### config.mk
export PLATFORM = sky130hd
export DESIGN_NAME = svpwm_div
export DESIGN_NICKNAME = d
export VERILOG_FILES = /design/src/rtl/svpwm_pkg.sv /design/src/rtl/svpwm_div.sv
export SDC_FILE = /design/constraint.sdc
export NUM_CORES = 2
export LEC_CHECK = 0
export CAP_MARGIN = 20
export CORE_MARGIN = 1
export CORE_UTILIZATION = 45
export DETAILED_ROUTE_END_ITERATION = 10
export DONT_BUFFER_PORTS = 1
export PLACE_DENSITY = 0.65
export RECOVER_POWER = 100
export SKIP_LAST_GASP = 1
export SYNTH_ARGS = -nofsm -noshare
export SYNTH_HDL_FRONTEND = slang
export SYNTH_SLANG_ARGS = --single-unit
### constraint.sdc
create_clock -name clk -period 18.4 [get_ports clk]
set_input_delay 1.84 -clock clk [delete_from_list [all_inputs] [get_ports clk]]
set_output_delay 1.84 -clock clk [all_outputs]
set_load 0.02 [all_outputs]
### src/rtl/svpwm_pkg.sv
// Shared widths, sector codes and fixed-point constant helpers for the SVPWM core.
`timescale 1ns / 1ps

package svpwm_pkg;

    // Fixed field widths of the streaming payload
    localparam int VOLT_W   = 16;
    localparam int BUS_W    = 15;
    localparam int PERIOD_W = 16;
    localparam int SECTOR_W = 3;

    localparam int S_TDATA_W = 48;
    localparam int M_TDATA_W = 56;

    localparam logic [PERIOD_W-1:0] PERIOD_RESET = 16'd1000;

    // Sector codes; zero marks a zero bus voltage
    localparam logic [SECTOR_W-1:0] SECTOR_NONE = 3'd0;
    localparam logic [SECTOR_W-1:0] SECTOR_1    = 3'd1;
    localparam logic [SECTOR_W-1:0] SECTOR_2    = 3'd2;
    localparam logic [SECTOR_W-1:0] SECTOR_3    = 3'd3;
    localparam logic [SECTOR_W-1:0] SECTOR_4    = 3'd4;
    localparam logic [SECTOR_W-1:0] SECTOR_5    = 3'd5;
    localparam logic [SECTOR_W-1:0] SECTOR_6    = 3'd6;

    // Q30 values of 1/sqrt(3) and 2/sqrt(3)
    localparam longint Q30_ONE_BY_SQRT3 = 64'd619925131;
    localparam longint Q30_TWO_BY_SQRT3 = 64'd1239850262;

    // Round a Q30 constant to nearest at the given fraction width
    function automatic logic [31:0] q30_round(input longint q30, input int frac);
        longint r;
        begin
            r = (q30 + (longint'(1) << (29 - frac))) >>> (30 - frac);
            return r[31:0];
        end
    endfunction

endpackage

### src/rtl/svpwm_div.sv
// Pipelined restoring divider that normalizes alpha and beta by the bus voltage.
`timescale 1ns / 1ps

module svpwm_div #(
    parameter int FRAC_BITS = 15
) (
    input  logic                             clk,
    input  logic                             rst_n,
    input  logic                             in_valid,
    output logic                             in_ready,
    input  logic signed [svpwm_pkg::VOLT_W-1:0] v_alpha,
    input  logic signed [svpwm_pkg::VOLT_W-1:0] v_beta,
    input  logic [svpwm_pkg::BUS_W-1:0]      v_bus,
    output logic                             out_valid,
    input  logic                             out_ready,
    output logic signed [FRAC_BITS:0]        norm_a,
    output logic signed [FRAC_BITS:0]        norm_b,
    output logic                             bus_zero
);
    import svpwm_pkg::*;

    localparam int NS = FRAC_BITS + 1;

    logic             valid_reg [0:FRAC_BITS];
    logic             ready     [0:NS];
    logic [BUS_W-1:0] bus_reg   [0:FRAC_BITS];
    logic [BUS_W-1:0] rem_a_reg [0:FRAC_BITS];
    logic [BUS_W-1:0] rem_b_reg [0:FRAC_BITS];
    logic [FRAC_BITS-1:0] q_a_reg [0:FRAC_BITS];
    logic [FRAC_BITS-1:0] q_b_reg [0:FRAC_BITS];
    logic             neg_a_reg [0:FRAC_BITS];
    logic             neg_b_reg [0:FRAC_BITS];
    logic             sat_a_reg [0:FRAC_BITS];
    logic             sat_b_reg [0:FRAC_BITS];

    logic [VOLT_W-1:0] mag_a;
    logic [VOLT_W-1:0] mag_b;

    // Chain ready from the output back to the input
    assign ready[NS] = out_ready;
    genvar k;
    generate
        for (k = 0; k <= FRAC_BITS; k++)
        begin : g_ready
            assign ready[k] = !valid_reg[k] || ready[k+1];
        end
    endgenerate
    assign in_ready = ready[0];

    // Take magnitudes of the commands
    assign mag_a = v_alpha[VOLT_W-1] ? (~v_alpha + 1'b1) : v_alpha;
    assign mag_b = v_beta[VOLT_W-1]  ? (~v_beta + 1'b1)  : v_beta;

    // Load the first stage and flag out-of-range quotients
    always_ff @(posedge clk or negedge rst_n)
    begin
        if (!rst_n)
        begin
            valid_reg[0] <= 1'b0;
        end
        else if (ready[0])
        begin
            valid_reg[0] <= in_valid;
        end
    end

    always_ff @(posedge clk)
    begin
        if (ready[0])
        begin
            bus_reg[0]   <= v_bus;
            rem_a_reg[0] <= mag_a[BUS_W-1:0];
            rem_b_reg[0] <= mag_b[BUS_W-1:0];
            q_a_reg[0]   <= '0;
            q_b_reg[0]   <= '0;
            neg_a_reg[0] <= v_alpha[VOLT_W-1];
            neg_b_reg[0] <= v_beta[VOLT_W-1];
            sat_a_reg[0] <= mag_a >= {1'b0, v_bus};
            sat_b_reg[0] <= mag_b >= {1'b0, v_bus};
        end
    end

    // One quotient bit per stage for each lane
    generate
        for (k = 1; k <= FRAC_BITS; k++)
        begin : g_step
            logic [BUS_W:0] sh_a;
            logic [BUS_W:0] sh_b;
            logic [BUS_W:0] df_a;
            logic [BUS_W:0] df_b;
            logic           ge_a;
            logic           ge_b;

            assign sh_a = {rem_a_reg[k-1], 1'b0};
            assign sh_b = {rem_b_reg[k-1], 1'b0};
            assign ge_a = sh_a >= {1'b0, bus_reg[k-1]};
            assign ge_b = sh_b >= {1'b0, bus_reg[k-1]};
            assign df_a = sh_a - {1'b0, bus_reg[k-1]};
            assign df_b = sh_b - {1'b0, bus_reg[k-1]};

            always_ff @(posedge clk or negedge rst_n)
            begin
                if (!rst_n)
                begin
                    valid_reg[k] <= 1'b0;
                end
                else if (ready[k])
                begin
                    valid_reg[k] <= valid_reg[k-1];
                end
            end

            always_ff @(posedge clk)
            begin
                if (ready[k])
                begin
                    bus_reg[k]   <= bus_reg[k-1];
                    rem_a_reg[k] <= ge_a ? df_a[BUS_W-1:0] : sh_a[BUS_W-1:0];
                    rem_b_reg[k] <= ge_b ? df_b[BUS_W-1:0] : sh_b[BUS_W-1:0];
                    q_a_reg[k]   <= {q_a_reg[k-1][FRAC_BITS-2:0], ge_a};
                    q_b_reg[k]   <= {q_b_reg[k-1][FRAC_BITS-2:0], ge_b};
                    neg_a_reg[k] <= neg_a_reg[k-1];
                    neg_b_reg[k] <= neg_b_reg[k-1];
                    sat_a_reg[k] <= sat_a_reg[k-1];
                    sat_b_reg[k] <= sat_b_reg[k-1];
                end
            end
        end
    endgenerate

    // Apply sign and saturation to the quotients
    localparam logic signed [FRAC_BITS:0] Q_MAX = {1'b0, {FRAC_BITS{1'b1}}};
    localparam logic signed [FRAC_BITS:0] Q_MIN = {1'b1, {FRAC_BITS{1'b0}}};

    logic signed [FRAC_BITS:0] qa_ext;
    logic signed [FRAC_BITS:0] qb_ext;

    assign qa_ext = $signed({1'b0, q_a_reg[FRAC_BITS]});
    assign qb_ext = $signed({1'b0, q_b_reg[FRAC_BITS]});

    always_comb
    begin
        if (sat_a_reg[FRAC_BITS])
            norm_a = neg_a_reg[FRAC_BITS] ? Q_MIN : Q_MAX;
        else
            norm_a = neg_a_reg[FRAC_BITS] ? -qa_ext : qa_ext;
        if (sat_b_reg[FRAC_BITS])
            norm_b = neg_b_reg[FRAC_BITS] ? Q_MIN : Q_MAX;
        else
            norm_b = neg_b_reg[FRAC_BITS] ? -qb_ext : qb_ext;
    end

    assign bus_zero  = bus_reg[FRAC_BITS] == '0;
    assign out_valid = valid_reg[FRAC_BITS];

endmodule
Word-level counts from Yosys, hierarchy flattened
Memories as Yosys holds them, arrays and structs flattened.
Cells that the tools add are included.
- register bits: 16
- latch bits: 0
- RAM bits: 1264
- ROM bits: 0
- input port bits: 51
- output and inout port bits: 35
- logic and storage cells: 196
- memories kept: 9
- memories (name ; words ; width ; read ports ; clocked after memory_dff ; write ports ; line ; source):
    bus_reg ; 16 ; 15 ; 16 ; 0 ; 16 ; svpwm_div.sv:26 ; logic [BUS_W-1:0] bus_reg [0:FRAC_BITS];
    q_a_reg ; 16 ; 15 ; 16 ; 0 ; 16 ; svpwm_div.sv:29 ; logic [FRAC_BITS-1:0] q_a_reg [0:FRAC_BITS];
    q_b_reg ; 16 ; 15 ; 16 ; 0 ; 16 ; svpwm_div.sv:30 ; logic [FRAC_BITS-1:0] q_b_reg [0:FRAC_BITS];
    rem_a_reg ; 16 ; 15 ; 15 ; 0 ; 16 ; svpwm_div.sv:27 ; logic [BUS_W-1:0] rem_a_reg [0:FRAC_BITS];
    rem_b_reg ; 16 ; 15 ; 15 ; 0 ; 16 ; svpwm_div.sv:28 ; logic [BUS_W-1:0] rem_b_reg [0:FRAC_BITS];
    neg_a_reg ; 16 ; 1 ; 16 ; 0 ; 16 ; svpwm_div.sv:31 ; logic neg_a_reg [0:FRAC_BITS];
    +3 memories ; -- ; -- ; -- ; -- ; -- ; -- ;
- add/subtract/negate cells: 34
- $mul: 0
- divide/modulo/power cells: 0
- $lt $le $gt $ge: 32
- equal/unequal tests: 0
- shifts and indexed selects: 0
- multiplexer cells: 70
- bitwise gates (word level): 2
- reductions and logical operators: 33
- operators with widths (kind ; number):
    16-bit by 15-bit greater-or-equal comparator with 1-bit output ; 32
    15-bit 2-to-1 mux ; 30
    15-bit subtractor ; 30
    16-bit 2-to-1 mux ; 8
    16-bit by 1-bit adder with 16-bit output (second input constant) ; 2
    1-bit 2-to-1 mux ; 32
    15-bit negation with 16-bit output ; 2
    16-bit inverter ; 2
    1-bit zero test ; 16
    1-bit logical OR ; 16
    15-bit zero test ; 1

Longest topological paths before layout
- depth after elaboration: 19
- mapped depth: 13
- mapped depth without buffers: 13

Least setup slack after synthesis
Ideal clock, no wire load.
- kind: input to output
- start point: in out_ready
- end point: out in_ready
- arrival time: 9.901 ns
- data required time: 16.560 ns
- setup slack: 6.659 ns
- cell stages on the path: 11
- buffers on the path: 0
- path through: nand2b_1 -> nor2_1 -> inv_1 -> nor2_1 -> and2_1 -> inv_1 -> nor2_1 -> and2_1 -> inv_1 -> nor2_1 -> nand2_1
- RTL lines (item ; line ; source):
    start: declaration ; svpwm_div.sv:15 ; input logic out_ready,
    end: declaration ; svpwm_div.sv:10 ; output logic in_ready,

==> impl_metrics.ini <==
[clock_tree]
cts_max_path_buffers = 3
cts.clk_slew.worst_paths_ns = 0.06
numCtsBuffers = 105
cts_hold_buf = 0
clk-insertion-delay-late_ns = 0.73
post_cts_buffers = 0
cts_tree = done
cts_resized = 0
cts_sinks = 1010
cts_max_level = 3
cts_root_buf = clkbuf_16

[global_route]
use_met1_pct = 26.5
grt_pass1_vias = 35700
grtUsageMet3_pct = 3.30
grt_use_met2_pct = 32.7
busiest_layer = met2
grt_pass1_wl_mm = 201
grtUsageTotal_pct = 19.8
grt-ovfl-total = 0
grt_max_degree = 75
antenna_found_initial = 3

[routing]
drc = 0
drtIter0Drc = 2748
num_vias = 36700
post_drt_wl_per_cell_um = 19.6
dr.pass1.iters = 7
routed_via_density = 5.56
wl_mm = 129
ant_nets = 0

[cells_and_area]
drive_gt1_share_pct = 8.07
largest_reg_flops = 240
layout.nets = 5413
postLayoutCellArea_um2 = 63200
area_growth_pct = 9.63
fin_util_pct = 50.0

[synth]
async_flop_share_pct = 1.58
yosysMostFrequentCell = edfxtp_1
synth_warnings = 0
synthCells = 4768
ys_ff_latch = 1010
synth_nets = 5329
syn_avg_cell_area_um2 = 12.1
synth-seq-area-share_pct = 52.4
synth_ff_type = edfxtp_1
synth_area_leaders = edfxtp_1 52%, ha_1 10%, mux2_2 5.9%
synth-edff-count = 994
synth_area_um2 = 57700
synth_commonest_cells = 994 x edfxtp_1, 482 x ha_1, 432 x inv_1
synthDistinctLibCells = 72
synth.largest_area_cell = edfxtp_1
synth_top_area_share_pct = 51.8

[worst_setup_path]
startpoint_type = primary input
required_ns = 16.56
cp_data_arrival_time_ns = 5.80
crit_fanout = 26
critPathCaptureType = primary output
worstSetupPathType = primary input to primary output

[floorplan]
core_um2 = 126000
start_util_pct = 45.6
die-area_um2 = 130000
num_rows = 130
die_w_um = 360
io_pins = 86
die_h_um = 360

[sta]
finalMaxSlewViolations = 983
rsz0062_at_grt = no
timing.final.hold_violations = 0
max_slew_margin_pct = -149
period_share_pct = 41.5
worst_slack_ns = 10.76
setup_viol = 0
final.setup_skew_ns = 0.0488
fin_crit_ns = 7.64
tightest_slew_ns = 3.74
max_freq_ghz = 0.131
final.setup.tns_ns = 0

[power_and_ir_drop]
p_total_mw = 12.2
vdd_drop_max_v = 0.0000971
power_leakage_nw = 24.9
powerDensity_nw_per_um2 = 194

[hold_path]
hold_class = flip-flop to flip-flop

[place]
post-place-ws_ns = 11.73
port_buffers = 0
dp_hpwl_mm = 100
routabilityCongestion = 0.914
dpl_cell_area_um2 = 59800

[job]
max_cap_violations = 19

[outcome]
violations = capacitance limit, slew limit
status = finished with violations
[worst max-delay path: stages]
cell        delay, ns
nand2b_2         0.15
clkbuf_1         0.64
nor2_1           0.52
clkinvlp_2       0.62
nor2_1           0.37
and2_0           0.28
clkinv_1         0.11
nor2_1           0.21
and2_0           0.32
clkinv_1         0.14
nor2_1           0.25
nand2_1          0.33
[through the flow]
step	std cells	hold WS, ns
after floorplan	4768	0.400
after global placement	6393	0.400
after detailed placement	6394	0.405
after CTS	6591	0.380
after global routing	6592	0.386
final	6593	0.382
[worst paths after layout]
path / start / endpoint / cells past startpoint / slack [ns]
setup / recovery: out_ready / in_ready / 12 / 10.76
hold / removal: sat_b_reg[1][5] / sat_b_reg[1][6] / 0 / 0.38
setup reg to reg: out_valid / rem_b_reg[0][88] / 11 / 11.93
hold reg to reg: sat_b_reg[1][5] / sat_b_reg[1][6] / 0 / 0.38
max in group asynchronous: rst_n / valid_reg[13] / 0 / 17.48
min in group asynchronous: rst_n / out_valid / 0 / 0.80
[layout make-up]
| type | count | area [um2] |
|---|---|---|
| Fill cell | 11000 | 63200 |
| Sequential cell | 1010 | 30200 |
| Multi-Input combinational cell | 3264 | 25400 |
| Clock buffer | 134 | 2810 |
| Tap cell | 1650 | 2060 |
| Inverter | 432 | 1620 |
| Clock inverter | 63 | 885 |
| Timing Repair Buffer | 39 | 146 |
| Antenna cell | 1 | 2.50 |
[placed cells by master (no fill, tap or decap), types with 26 or more instances in the layout]
master / instances
fa_1: 28
nand2_1: 137
or3_1: 34
mux2i_1: 51
inv_1: 428
o31ai_1: 56
edfxtp_1: 994
nand4_1: 65
nor4_1: 84
a21o_1: 95
and2_1: 44
o21a_1: 85
ha_1: 482
clkbuf_1: 61
nor2_1: 269
nor3_1: 84
xnor2_1: 193
clkbuf_16: 105
a21oi_1: 330
nor2b_1: 98
mux2_1: 104
xor2_1: 108
a211oi_1: 47
nand2b_1: 64
o21bai_1: 50
mux2_2: 203
or2_2: 26
o21ai_0: 210
[kinds of logic (layout without fill, tap and decap cells)]
family / count (synthesis) / count (layout) / share of synthesized area [%]
simple gates: 1017 / 1017 / 9.26
compound gates: 1078 / 1078 / 12.0
xor+xnor: 301 / 301 / 4.57
mux: 358 / 358 / 6.88
flops: 1010 / 1010 / 52.4
fa+ha+maj: 510 / 510 / 11.4
buf+inv: 494 / 668 / 3.40
other cells: 0 / 1 / 0
[power by group]
group          internal, mW  switching [mW]  total (mW)
registers              3.83           0.533        4.36
clock network          1.30           0.916        2.22
logic                  2.56            3.10        5.66
total                  7.69            4.55        12.2
[per-layer routing]
metal  share of wire, %  up-vias  wire length, um
met5              0.010        -               13
met4                3.1        2             3950
met3                4.8      202             6250
met2                 47      771            61100
met1                 45    17600            57800
li1                   -    18100                -
(Power assumes the default switching activity.)
